**config.mk**
```make
export PLATFORM = sky130hd
export DESIGN_NAME = pid_speed_controller_flat
export DESIGN_NICKNAME = d
export VERILOG_FILES = /design/src/pidsc_pkg.sv /design/src/pidsc_in_if.sv /design/src/pidsc_out_if.sv /design/src/pidsc_front.sv /design/src/pidsc_queue.sv /design/src/pidsc_back.sv /design/src/pid_speed_controller.sv /design/src/flat_wrapper.sv
export SDC_FILE = /design/constraint.sdc
export NUM_CORES = 2
export LEC_CHECK = 0
export BUFFER_PORTS_ARGS = -buffer_cell sky130_fd_sc_hd__buf_2
export CAP_MARGIN = 20
export CORE_ASPECT_RATIO = 2
export CORE_UTILIZATION = 49
export DETAILED_ROUTE_END_ITERATION = 8
export GPL_ROUTABILITY_DRIVEN = 1
export PLACE_DENSITY = 0.67
export SLEW_MARGIN = 20
export SYNTH_ARGS = -nofsm -noshare
export SYNTH_HDL_FRONTEND = slang
export SYNTH_HIERARCHICAL = 1
export SYNTH_SLANG_ARGS = --single-unit
```
**constraint.sdc**
```tcl
create_clock -name clk_i -period 11.45 [get_ports clk_i]
set_clock_uncertainty 0.1 [all_clocks]
set_input_delay 1.7175 -clock clk_i [delete_from_list [all_inputs] [get_ports clk_i]]
set_output_delay 1.7175 -clock clk_i [all_outputs]
set_load 0.05 [all_outputs]
```
**src/pidsc_pkg.sv**
```systemverilog
package pidsc_pkg;

  localparam int SpeedW   = 16;
  localparam int GainW    = 16;
  localparam int LimitW   = 31;
  localparam int ErrW     = SpeedW + 1;
  localparam int DiffW    = ErrW + 1;
  localparam int SumW     = 32;
  localparam int ProdW    = GainW + SumW;
  localparam int AccW     = ProdW + 2;
  localparam int DriveW   = 16;
  localparam int QuoW     = 15;
  localparam int DivSteps = QuoW;
  localparam int DivCntW  = 4;
  localparam int CfgIdxW  = 2;
  localparam int QDepth   = 2;
  localparam int QPtrW    = 1;
  localparam int QCntW    = 2;

  localparam logic signed [SpeedW-1:0] DeadbandHi = 16'sd5;
  localparam logic signed [SpeedW-1:0] DeadbandLo = -16'sd5;
  localparam logic [LimitW-1:0]        LimitReset = 31'd1000;
  localparam logic signed [SumW-1:0]   SumMax     = 32'sh7fff_ffff;
  localparam logic signed [SumW-1:0]   SumMin     = 32'sh8000_0000;

  typedef enum logic [CfgIdxW-1:0] {
    REG_PROP_GAIN    = 2'd0,
    REG_INTEG_GAIN   = 2'd1,
    REG_DERIV_GAIN   = 2'd2,
    REG_OUTPUT_LIMIT = 2'd3
  } reg_idx_e;

  typedef struct packed {
    logic signed [GainW-1:0] prop_gain;
    logic signed [GainW-1:0] integ_gain;
    logic signed [GainW-1:0] deriv_gain;
    logic [LimitW-1:0]       output_limit;
  } cfg_t;

  typedef struct packed {
    logic                   deadband;
    logic signed [ErrW-1:0] err;
  } item_t;

endpackage

```
**src/pidsc_in_if.sv**
```systemverilog
interface pidsc_in_if;
  import pidsc_pkg::*;

  logic                     valid;
  logic                     ready;
  logic signed [SpeedW-1:0] target_speed;
  logic signed [SpeedW-1:0] measured_speed;

  modport source (output valid, output target_speed, output measured_speed, input ready);
  modport sink   (input valid, input target_speed, input measured_speed, output ready);

endinterface

```
**src/pidsc_out_if.sv**
```systemverilog
interface pidsc_out_if;
  import pidsc_pkg::*;

  logic                     valid;
  logic                     ready;
  logic signed [DriveW-1:0] drive;
  logic                     saturated;
  logic                     in_deadband;

  modport source (output valid, output drive, output saturated, output in_deadband,
                  input ready);
  modport sink   (input valid, input drive, input saturated, input in_deadband,
                  output ready);

endinterface

```
**src/pidsc_front.sv**
```systemverilog
module pidsc_front (
  pidsc_in_if.sink         in_if,
  input  logic             q_full_i,
  output logic             push_o,
  output pidsc_pkg::item_t item_o
);
  import pidsc_pkg::*;

  assign in_if.ready = !q_full_i;
  assign push_o      = in_if.valid && in_if.ready;

  // deadband test on the target and error formed at full width
  assign item_o.deadband = (in_if.target_speed <= DeadbandHi) &&
                           (in_if.target_speed >= DeadbandLo);
  assign item_o.err      = ErrW'(in_if.target_speed) - ErrW'(in_if.measured_speed);

endmodule

```
**src/pidsc_queue.sv**
```systemverilog
module pidsc_queue (
  input  logic             clk_i,
  input  logic             rst_ni,
  input  logic             push_i,
  input  pidsc_pkg::item_t item_i,
  output logic             full_o,
  output logic             valid_o,
  input  logic             pop_i,
  output pidsc_pkg::item_t item_o
);
  import pidsc_pkg::*;

  item_t            mem_q [QDepth];
  logic [QPtrW-1:0] wr_ptr_q, wr_ptr_d;
  logic [QPtrW-1:0] rd_ptr_q, rd_ptr_d;
  logic [QCntW-1:0] cnt_q, cnt_d;
  logic             do_push, do_pop;

  assign full_o  = (cnt_q == QCntW'(QDepth));
  assign valid_o = (cnt_q != '0);
  assign item_o  = mem_q[rd_ptr_q];
  assign do_push = push_i && !full_o;
  assign do_pop  = pop_i && valid_o;

  always_comb begin
    wr_ptr_d = do_push ? wr_ptr_q + 1'b1 : wr_ptr_q;
    rd_ptr_d = do_pop ? rd_ptr_q + 1'b1 : rd_ptr_q;
    cnt_d    = cnt_q;
    if (do_push && !do_pop) begin
      cnt_d = cnt_q + 1'b1;
    end else if (do_pop && !do_push) begin
      cnt_d = cnt_q - 1'b1;
    end
  end

  always_ff @(posedge clk_i or negedge rst_ni) begin
    if (!rst_ni) begin
      wr_ptr_q <= '0;
      rd_ptr_q <= '0;
      cnt_q    <= '0;
    end else begin
      wr_ptr_q <= wr_ptr_d;
      rd_ptr_q <= rd_ptr_d;
      cnt_q    <= cnt_d;
    end
  end

  always_ff @(posedge clk_i) begin
    if (do_push) begin
      mem_q[wr_ptr_q] <= item_i;
    end
  end

endmodule

```
**src/pidsc_back.sv**
```systemverilog
module pidsc_back (
  input  logic             clk_i,
  input  logic             rst_ni,
  input  pidsc_pkg::cfg_t  cfg_i,
  input  logic             q_valid_i,
  input  pidsc_pkg::item_t q_item_i,
  output logic             pop_o,
  pidsc_out_if.source      out_if
);
  import pidsc_pkg::*;

  typedef enum logic [8:0] {
    S_IDLE  = 9'b0_0000_0001,
    S_INTEG = 9'b0_0000_0010,
    S_MUL_P = 9'b0_0000_0100,
    S_MUL_I = 9'b0_0000_1000,
    S_MUL_D = 9'b0_0001_0000,
    S_ACC   = 9'b0_0010_0000,
    S_CLAMP = 9'b0_0100_0000,
    S_DIV   = 9'b0_1000_0000,
    S_DONE  = 9'b1_0000_0000
  } state_e;

  state_e                    state_q, state_d;
  logic signed [ErrW-1:0]    err_q, err_d;
  logic signed [ErrW-1:0]    prev_q, prev_d;
  logic signed [DiffW-1:0]   dif_q, dif_d;
  logic signed [SumW-1:0]    sum_q, sum_d;
  logic signed [ProdW-1:0]   prod_q, prod_d;
  logic signed [AccW-1:0]    acc_q, acc_d;
  logic [SumW-1:0]           rem_q, rem_d;
  logic [QuoW-1:0]           quo_q, quo_d;
  logic [DivCntW-1:0]        cnt_q, cnt_d;
  logic                      neg_q, neg_d;
  logic                      sat_q, sat_d;
  logic                      db_q, db_d;
  logic                      out_valid_q, out_valid_d;
  logic signed [DriveW-1:0]  out_drive_q, out_drive_d;
  logic                      out_sat_q, out_sat_d;
  logic                      out_db_q, out_db_d;

  logic signed [GainW-1:0]   mul_a;
  logic signed [SumW-1:0]    mul_b;
  logic signed [SumW:0]      sum_raw;
  logic [LimitW-1:0]         lim;
  logic signed [AccW-1:0]    lim_s;
  logic signed [AccW-1:0]    acc_abs;
  logic [SumW-1:0]           div_t;
  logic                      div_bit;
  logic signed [DriveW-1:0]  quo_s;
  logic                      out_free;

  assign lim      = (cfg_i.output_limit == '0) ? LimitW'(1) : cfg_i.output_limit;
  assign lim_s    = AccW'(lim);
  assign acc_abs  = acc_q[AccW-1] ? -acc_q : acc_q;
  assign sum_raw  = (SumW+1)'(sum_q) + (SumW+1)'(err_q);
  assign div_t    = (cnt_q == DivCntW'(DivSteps - 1)) ? rem_q : {rem_q[SumW-2:0], 1'b0};
  assign div_bit  = (div_t >= SumW'(lim));
  assign quo_s    = DriveW'(quo_d);
  assign out_free = !out_valid_q || out_if.ready;
  assign pop_o    = (state_q == S_IDLE) && q_valid_i;

  // one shared multiplier, operands stepped by the sequencer
  always_comb begin
    mul_a = '0;
    mul_b = '0;
    unique case (state_q)
      S_MUL_P: begin
        mul_a = cfg_i.prop_gain;
        mul_b = SumW'(err_q);
      end
      S_MUL_I: begin
        mul_a = cfg_i.integ_gain;
        mul_b = sum_q;
      end
      S_MUL_D: begin
        mul_a = cfg_i.deriv_gain;
        mul_b = SumW'(dif_q);
      end
      default: begin
        mul_a = '0;
        mul_b = '0;
      end
    endcase
  end

  assign prod_d = ProdW'(mul_a) * ProdW'(mul_b);

  always_comb begin
    state_d     = state_q;
    err_d       = err_q;
    prev_d      = prev_q;
    dif_d       = dif_q;
    sum_d       = sum_q;
    acc_d       = acc_q;
    rem_d       = rem_q;
    quo_d       = quo_q;
    cnt_d       = cnt_q;
    neg_d       = neg_q;
    sat_d       = sat_q;
    db_d        = db_q;
    out_valid_d = out_valid_q && !out_if.ready;
    out_drive_d = out_drive_q;
    out_sat_d   = out_sat_q;
    out_db_d    = out_db_q;

    unique case (state_q)
      S_IDLE: begin
        if (q_valid_i) begin
          if (q_item_i.deadband) begin
            sum_d   = '0;
            prev_d  = '0;
            quo_d   = '0;
            neg_d   = 1'b0;
            sat_d   = 1'b0;
            db_d    = 1'b1;
            state_d = S_DONE;
          end else begin
            err_d   = q_item_i.err;
            db_d    = 1'b0;
            state_d = S_INTEG;
          end
        end
      end
      S_INTEG: begin
        // saturating integral
        if (sum_raw > (SumW+1)'(SumMax)) begin
          sum_d = SumMax;
        end else if (sum_raw < (SumW+1)'(SumMin)) begin
          sum_d = SumMin;
        end else begin
          sum_d = SumW'(sum_raw);
        end
        dif_d   = DiffW'(err_q) - DiffW'(prev_q);
        prev_d  = err_q;
        acc_d   = '0;
        state_d = S_MUL_P;
      end
      S_MUL_P: begin
        state_d = S_MUL_I;
      end
      S_MUL_I: begin
        acc_d   = acc_q + AccW'(prod_q);
        state_d = S_MUL_D;
      end
      S_MUL_D: begin
        acc_d   = acc_q + AccW'(prod_q);
        state_d = S_ACC;
      end
      S_ACC: begin
        acc_d   = acc_q + AccW'(prod_q);
        state_d = S_CLAMP;
      end
      S_CLAMP: begin
        priority if (acc_q > lim_s) begin
          rem_d = SumW'(lim);
          neg_d = 1'b0;
          sat_d = 1'b1;
        end else if (acc_q < -lim_s) begin
          rem_d = SumW'(lim);
          neg_d = 1'b1;
          sat_d = 1'b1;
        end else begin
          rem_d = SumW'(acc_abs[LimitW-1:0]);
          neg_d = acc_q[AccW-1];
          sat_d = 1'b0;
        end
        quo_d   = '0;
        cnt_d   = DivCntW'(DivSteps - 1);
        state_d = S_DIV;
      end
      S_DIV: begin
        // restoring division, one quotient bit per cycle
        rem_d = div_bit ? div_t - SumW'(lim) : div_t;
        quo_d = {quo_q[QuoW-2:0], div_bit};
        cnt_d = cnt_q - 1'b1;
        if (cnt_q == '0) begin
          state_d = S_DONE;
        end
      end
      S_DONE: begin
        if (out_free) begin
          out_valid_d = 1'b1;
          out_drive_d = neg_q ? -quo_s : quo_s;
          out_sat_d   = sat_q;
          out_db_d    = db_q;
          state_d     = S_IDLE;
        end
      end
      default: begin
        state_d = S_IDLE;
      end
    endcase
  end

  always_ff @(posedge clk_i or negedge rst_ni) begin
    if (!rst_ni) begin
      state_q     <= S_IDLE;
      sum_q       <= '0;
      prev_q      <= '0;
      cnt_q       <= '0;
      out_valid_q <= 1'b0;
    end else begin
      state_q     <= state_d;
      sum_q       <= sum_d;
      prev_q      <= prev_d;
      cnt_q       <= cnt_d;
      out_valid_q <= out_valid_d;
    end
  end

  always_ff @(posedge clk_i) begin
    err_q       <= err_d;
    dif_q       <= dif_d;
    prod_q      <= prod_d;
    acc_q       <= acc_d;
    rem_q       <= rem_d;
    quo_q       <= quo_d;
    neg_q       <= neg_d;
    sat_q       <= sat_d;
    db_q        <= db_d;
    out_drive_q <= out_drive_d;
    out_sat_q   <= out_sat_d;
    out_db_q    <= out_db_d;
  end

  assign out_if.valid       = out_valid_q;
  assign out_if.drive       = out_drive_q;
  assign out_if.saturated   = out_sat_q;
  assign out_if.in_deadband = out_db_q;

endmodule

```
**src/pid_speed_controller.sv**
```systemverilog
// the back end takes one sample at a time from a two-entry queue and pops the next
//   only when idle; its rate is set by the shared multiplier sequence and the
//   15-step restoring divider, both skipped for a sample inside the deadband,
//   and a finished result waits while the result side is not ready
// reset: gains clear to zero, output limit to 1000, integral and last error to zero
module pid_speed_controller (
  input  logic                            clk_i,
  input  logic                            rst_ni,
  input  logic                            cfg_we_i,
  input  logic [pidsc_pkg::CfgIdxW-1:0]   cfg_idx_i,
  input  logic [pidsc_pkg::LimitW-1:0]    cfg_data_i,
  pidsc_in_if.sink                        in_i,
  pidsc_out_if.source                     out_o
);
  import pidsc_pkg::*;

  cfg_t  cfg_q;
  item_t push_item;
  item_t q_item;
  logic  push;
  logic  q_full;
  logic  q_valid;
  logic  pop;

  always_ff @(posedge clk_i or negedge rst_ni) begin
    if (!rst_ni) begin
      cfg_q.prop_gain    <= '0;
      cfg_q.integ_gain   <= '0;
      cfg_q.deriv_gain   <= '0;
      cfg_q.output_limit <= LimitReset;
    end else if (cfg_we_i) begin
      unique case (reg_idx_e'(cfg_idx_i))
        REG_PROP_GAIN:    cfg_q.prop_gain    <= cfg_data_i[GainW-1:0];
        REG_INTEG_GAIN:   cfg_q.integ_gain   <= cfg_data_i[GainW-1:0];
        REG_DERIV_GAIN:   cfg_q.deriv_gain   <= cfg_data_i[GainW-1:0];
        REG_OUTPUT_LIMIT: cfg_q.output_limit <= cfg_data_i;
        default: begin
        end
      endcase
    end
  end

  pidsc_front u_front (
    .in_if    (in_i),
    .q_full_i (q_full),
    .push_o   (push),
    .item_o   (push_item)
  );

  pidsc_queue u_queue (
    .clk_i   (clk_i),
    .rst_ni  (rst_ni),
    .push_i  (push),
    .item_i  (push_item),
    .full_o  (q_full),
    .valid_o (q_valid),
    .pop_i   (pop),
    .item_o  (q_item)
  );

  pidsc_back u_back (
    .clk_i     (clk_i),
    .rst_ni    (rst_ni),
    .cfg_i     (cfg_q),
    .q_valid_i (q_valid),
    .q_item_i  (q_item),
    .pop_o     (pop),
    .out_if    (out_o)
  );

  a_deadband_zero: assert property (@(posedge clk_i) disable iff (!rst_ni)
    out_o.valid && out_o.in_deadband |-> (out_o.drive == '0) && !out_o.saturated)
    else $error("deadband result with non-zero drive or saturation");

  a_drive_range: assert property (@(posedge clk_i) disable iff (!rst_ni)
    out_o.valid |-> (out_o.drive <= 16'sd16384) && (out_o.drive >= -16'sd16384))
    else $error("drive outside full scale");

  a_sat_full_scale: assert property (@(posedge clk_i) disable iff (!rst_ni)
    out_o.valid && out_o.saturated |->
      (out_o.drive == 16'sd16384) || (out_o.drive == -16'sd16384))
    else $error("saturated result not at full scale");

endmodule
```
**src/flat_wrapper.sv**
```systemverilog
// flat-port wrapper written by rule: the top's interface ports become plain ports
module pid_speed_controller_flat import pidsc_pkg::*;
  (clk_i, rst_ni, cfg_we_i, cfg_idx_i, cfg_data_i, in_i_valid, in_i_target_speed, in_i_measured_speed, in_i_ready, out_o_valid, out_o_drive, out_o_saturated, out_o_in_deadband, out_o_ready);
  pidsc_in_if in_i_i ();
  pidsc_out_if out_o_i ();
  input  logic clk_i;
  input  logic rst_ni;
  input  logic cfg_we_i;
  input  logic [pidsc_pkg::CfgIdxW-1:0] cfg_idx_i;
  input  logic [pidsc_pkg::LimitW-1:0] cfg_data_i;
  input wire logic [$bits(in_i_i.valid)-1:0] in_i_valid;
  input wire logic [$bits(in_i_i.target_speed)-1:0] in_i_target_speed;
  input wire logic [$bits(in_i_i.measured_speed)-1:0] in_i_measured_speed;
  output wire logic [$bits(in_i_i.ready)-1:0] in_i_ready;
  output wire logic [$bits(out_o_i.valid)-1:0] out_o_valid;
  output wire logic [$bits(out_o_i.drive)-1:0] out_o_drive;
  output wire logic [$bits(out_o_i.saturated)-1:0] out_o_saturated;
  output wire logic [$bits(out_o_i.in_deadband)-1:0] out_o_in_deadband;
  input wire logic [$bits(out_o_i.ready)-1:0] out_o_ready;
  assign in_i_i.valid = in_i_valid;
  assign in_i_i.target_speed = in_i_target_speed;
  assign in_i_i.measured_speed = in_i_measured_speed;
  assign in_i_ready = in_i_i.ready;
  assign out_o_valid = out_o_i.valid;
  assign out_o_drive = out_o_i.drive;
  assign out_o_saturated = out_o_i.saturated;
  assign out_o_in_deadband = out_o_i.in_deadband;
  assign out_o_i.ready = out_o_ready;
  pid_speed_controller u_core (.clk_i(clk_i), .rst_ni(rst_ni), .cfg_we_i(cfg_we_i), .cfg_idx_i(cfg_idx_i), .cfg_data_i(cfg_data_i), .in_i(in_i_i), .out_o(out_o_i));
endmodule
```
==> metrics <==
H-Tree Depth 2; Max FO, Critical Path 21; vias between 30,000 and 40,000; final net count 5,645; most area-hungry cell type in the Yosys netlist fa_1; First-pass DRT Iterations 5; Yosys top cell area share 0.228; count of cell types in the netlist 99; Post-DP Area around 0.045 mm²; Design Area, Final 0.0462 mm²; worst path required time 11.84 ns; register-to-register setup slack ~1.5 ns; fin crit share 0.866; Commonest cells post-synth inv_1 (720), nand2_1 (534), fa_1 (491); total track usage 0.282; worst min-delay path class reg -> reg; fin crit period 9.91 ns; Power Total ~5.5 mW; Setup crit end kind register; Clock Power Share 0.255; die area 0.0892 mm²; Worst EP arrival 10.30 ns; placer congestion estimate a little under 1; final core utilization 0.532; setup_tns 0 ns; DRT iter0 DRCs 2,008; critical path startpoint u_core/u_back/state_q[7]$_DFFE_PN0P_; Bufs on Longest Clock Path 3; initial antenna violation count 1; pins over their slew limit 0; vias per cell 5.70; Reg power frac 0.357; Hold Crit Start u_core/u_back/db_q$_DFFE_PP_; max incr delay on CP 0.64 ns; post-route ant nets 0; clock-pin transition on the worst setup and hold timing paths ~0.06 ns; total CTS buffers 41; RSZ-0062 raised after global routing no; FF+latch count, synth 383; Routed wire per std cell 20.6 µm; vias in the first global route 36,300; CTS tree built; die height 421 µm; Min Hold Slack 0.321 ns; most common cell in the synthesized netlist inv_1; total gr overflow 0; Hold Buf Count CTS 0; Worst-Skew Late Latency 0.63 ns; cell area power density ~120 mW/mm²; maximum vdd drop 137 µV; share of layout cells above drive strength 1 0.0842; Die Width approximately 210 µm; Leak ~22 nW; largest net degree at the start of global routing 62; Hold Path Sink u_core/u_back/out_if.in_deadband$_DFFE_PP_; Peak Freq roughly 100 MHz; warning count from the yosys run 6; first-pass GRT wire length between 150,000 and 200,000 µm; routed wire length 122,000 µm; sw power 2.13 mW; Final Hold Fails 0; reg2reg path depth 30; reg2reg start u_core/u_back/state_q[7]$_DFFE_PN0P_; PortBufs 89; Layout fillers 8,145; RR Endpoint u_core/u_back/prod_q[32]$_DFF_P_; clk root buf clkbuf_16; Pint approximately 3.4 mW; std cell rows about 150; hold depth 0; Post-Syn Area between 0.04 and 0.05 mm²; Avg Synthesized Cell Area 9.15 µm²; register area share after synthesis 0.236; Gate power share 0.389; Slew HR 0.276; area grow syn2layout 7.27%; status finished clean; Synth area leaders fa_1 (23%), edfxtp_1 (12%), ha_1 (10%); Worst setup SP type register; Slew @ Worst Pin 1.09 ns; dpl hpwl 99,900 µm; Sink Count 383; Sw Ratio 0.388; Initial Utilization 0.496; FFs w/ async S/R, synth 0.381; post-synthesis cell count around 4,700; crit path max-delay cell type nand2_1; # IOs 90; DRC 0; postcts setup bufs 0; core box area slightly below 0.09 mm²; max cap viols 0; Final Setup Violations 0; Worst Setup Path Type reg -> reg; top_reg_cell synth edfxtp_1; post_cts resized 0; Post-synth EDFFs 174
[power by group through the flow]
stage,combinational (mW),sequential (mW),clock [mW]
2_1_floorplan,1.59,1.92,0
3_3_place_gp,2.07,1.98,0
3_5_place_dp,2.11,1.98,0
4_1_cts,2.12,1.96,1.44
5_1_grt,2.35,1.99,1.48
6_report,2.13,1.96,1.40
[per-stage QoR]
step / worst slack (ns) / cells
2_1_floorplan: 2.96 / 4719
3_3_place_gp: 1.76 / 5858
3_5_place_dp: 1.55 / 5858
4_1_cts: 1.51 / 5934
5_1_grt: 1.08 / 5935
6_report: 1.54 / 5937
[routing by layer]
layer / GRT usage / vias up / wire length, µm
met2: 0.535 / 1117 / 65500
li1: - / 15600 / -
met4: 0.233 / 0 / 11700
met3: 0.0299 / 461 / 4870
met5: 0 / - / 0
met1: 0.266 / 16600 / 40200
[cells by family after synthesis]
family	after synthesis	synth area share
and+or+nand+nor	1341	0.139
buffers and inverters	888	0.0788
AOI/OAI and AO/OA	870	0.130
adders and majority gates	836	0.328
DFF	383	0.236
xor gates and xnor gates	244	0.0496
muxes	147	0.0388
other	1	0.0000870
[worst max-delay path: cells and delay by family, from the launching register on]
kind | cells | cell delay, ns
AO/OA/AOI/OAI | 9 | 2.96
XOR/XNOR | 1 | 0.15
adder cells (fa/ha/maj) | 7 | 3.00
buffers and inverters | 6 | 0.68
flip-flops | 1 | 0.46
AND/OR/NAND/NOR | 7 | 2.42
[how the worst max path moves through the flow]
| stage | end | slack, ns | cells past startpoint |
|---|---|---|---|
| final | u_core/u_back/prod_q[32]$_DFF_P_ | 1.54 | 30 |
| after global routing | u_core/u_back/prod_q[32]$_DFF_P_ | 1.08 | 30 |
| after CTS | u_core/u_back/prod_q[47]$_DFF_P_ | 1.51 | 29 |
| after detailed placement | u_core/u_back/prod_q[47]$_DFF_P_ | 1.55 | 29 |
| after global placement | u_core/u_back/prod_q[47]$_DFF_P_ | 1.76 | 31 |
| after floorplan | u_core/u_back/prod_q[47]$_DFF_P_ | 2.96 | 33 |
[state kept, by name, indices dropped and copies added (netlist names)]
| name | cells |
|---|---|
| u_core/cfg_q | 79 |
| u_core/u_back/acc_q | 50 |
| u_core/u_back/cnt_q | 4 |
| u_core/u_back/db_q | 1 |
| u_core/u_back/dif_q | 18 |
| u_core/u_back/err_q | 17 |
| u_core/u_back/neg_q | 1 |
| u_core/u_back/out_if.drive | 16 |
| u_core/u_back/out_if.in_deadband | 1 |
| u_core/u_back/out_if.saturated | 1 |
| u_core/u_back/out_if.valid | 1 |
| u_core/u_back/prev_q | 17 |
| u_core/u_back/prod_q | 48 |
| u_core/u_back/quo_q | 15 |
| u_core/u_back/rem_q | 32 |
| u_core/u_back/sat_q | 1 |
| u_core/u_back/state_q | 9 |
| u_core/u_back/sum_q | 32 |
| u_core/u_queue/cnt_q | 2 |
| u_core/u_queue/mem_q | 36 |
| u_core/u_queue/rd_ptr_q | 1 |
| u_core/u_queue/wr_ptr_q | 1 |
[cell usage in the layout, fill, tap and decap left out, types with 49 or more instances in the layout]
cell type  instances
edfxtp_1         174
a21oi_1          260
mux2_2           125
ha_1             345
buf_2             88
inv_1            720
nand4_1           49
buf_4             55
nor2_1           430
nand2_1          534
fa_1             491
xnor2_1          159
dfrtp_1          139
xor2_1            85
o21ai_0          176
dfxtp_1           63
a21o_1           129
[area by class of cell]
type	instances	area, µm²	area share
inverter	721	2710	0.0586
multi-input combinational	3448	29600	0.641
timing repair buffer	144	865	0.0187
tap	1162	1450	0.0315
sequential	383	10100	0.220
antenna	3	7.51	0.000162
clock buffer	54	1140	0.0248
clock inverter	22	245	0.00531
(Power assumes the default switching activity.)
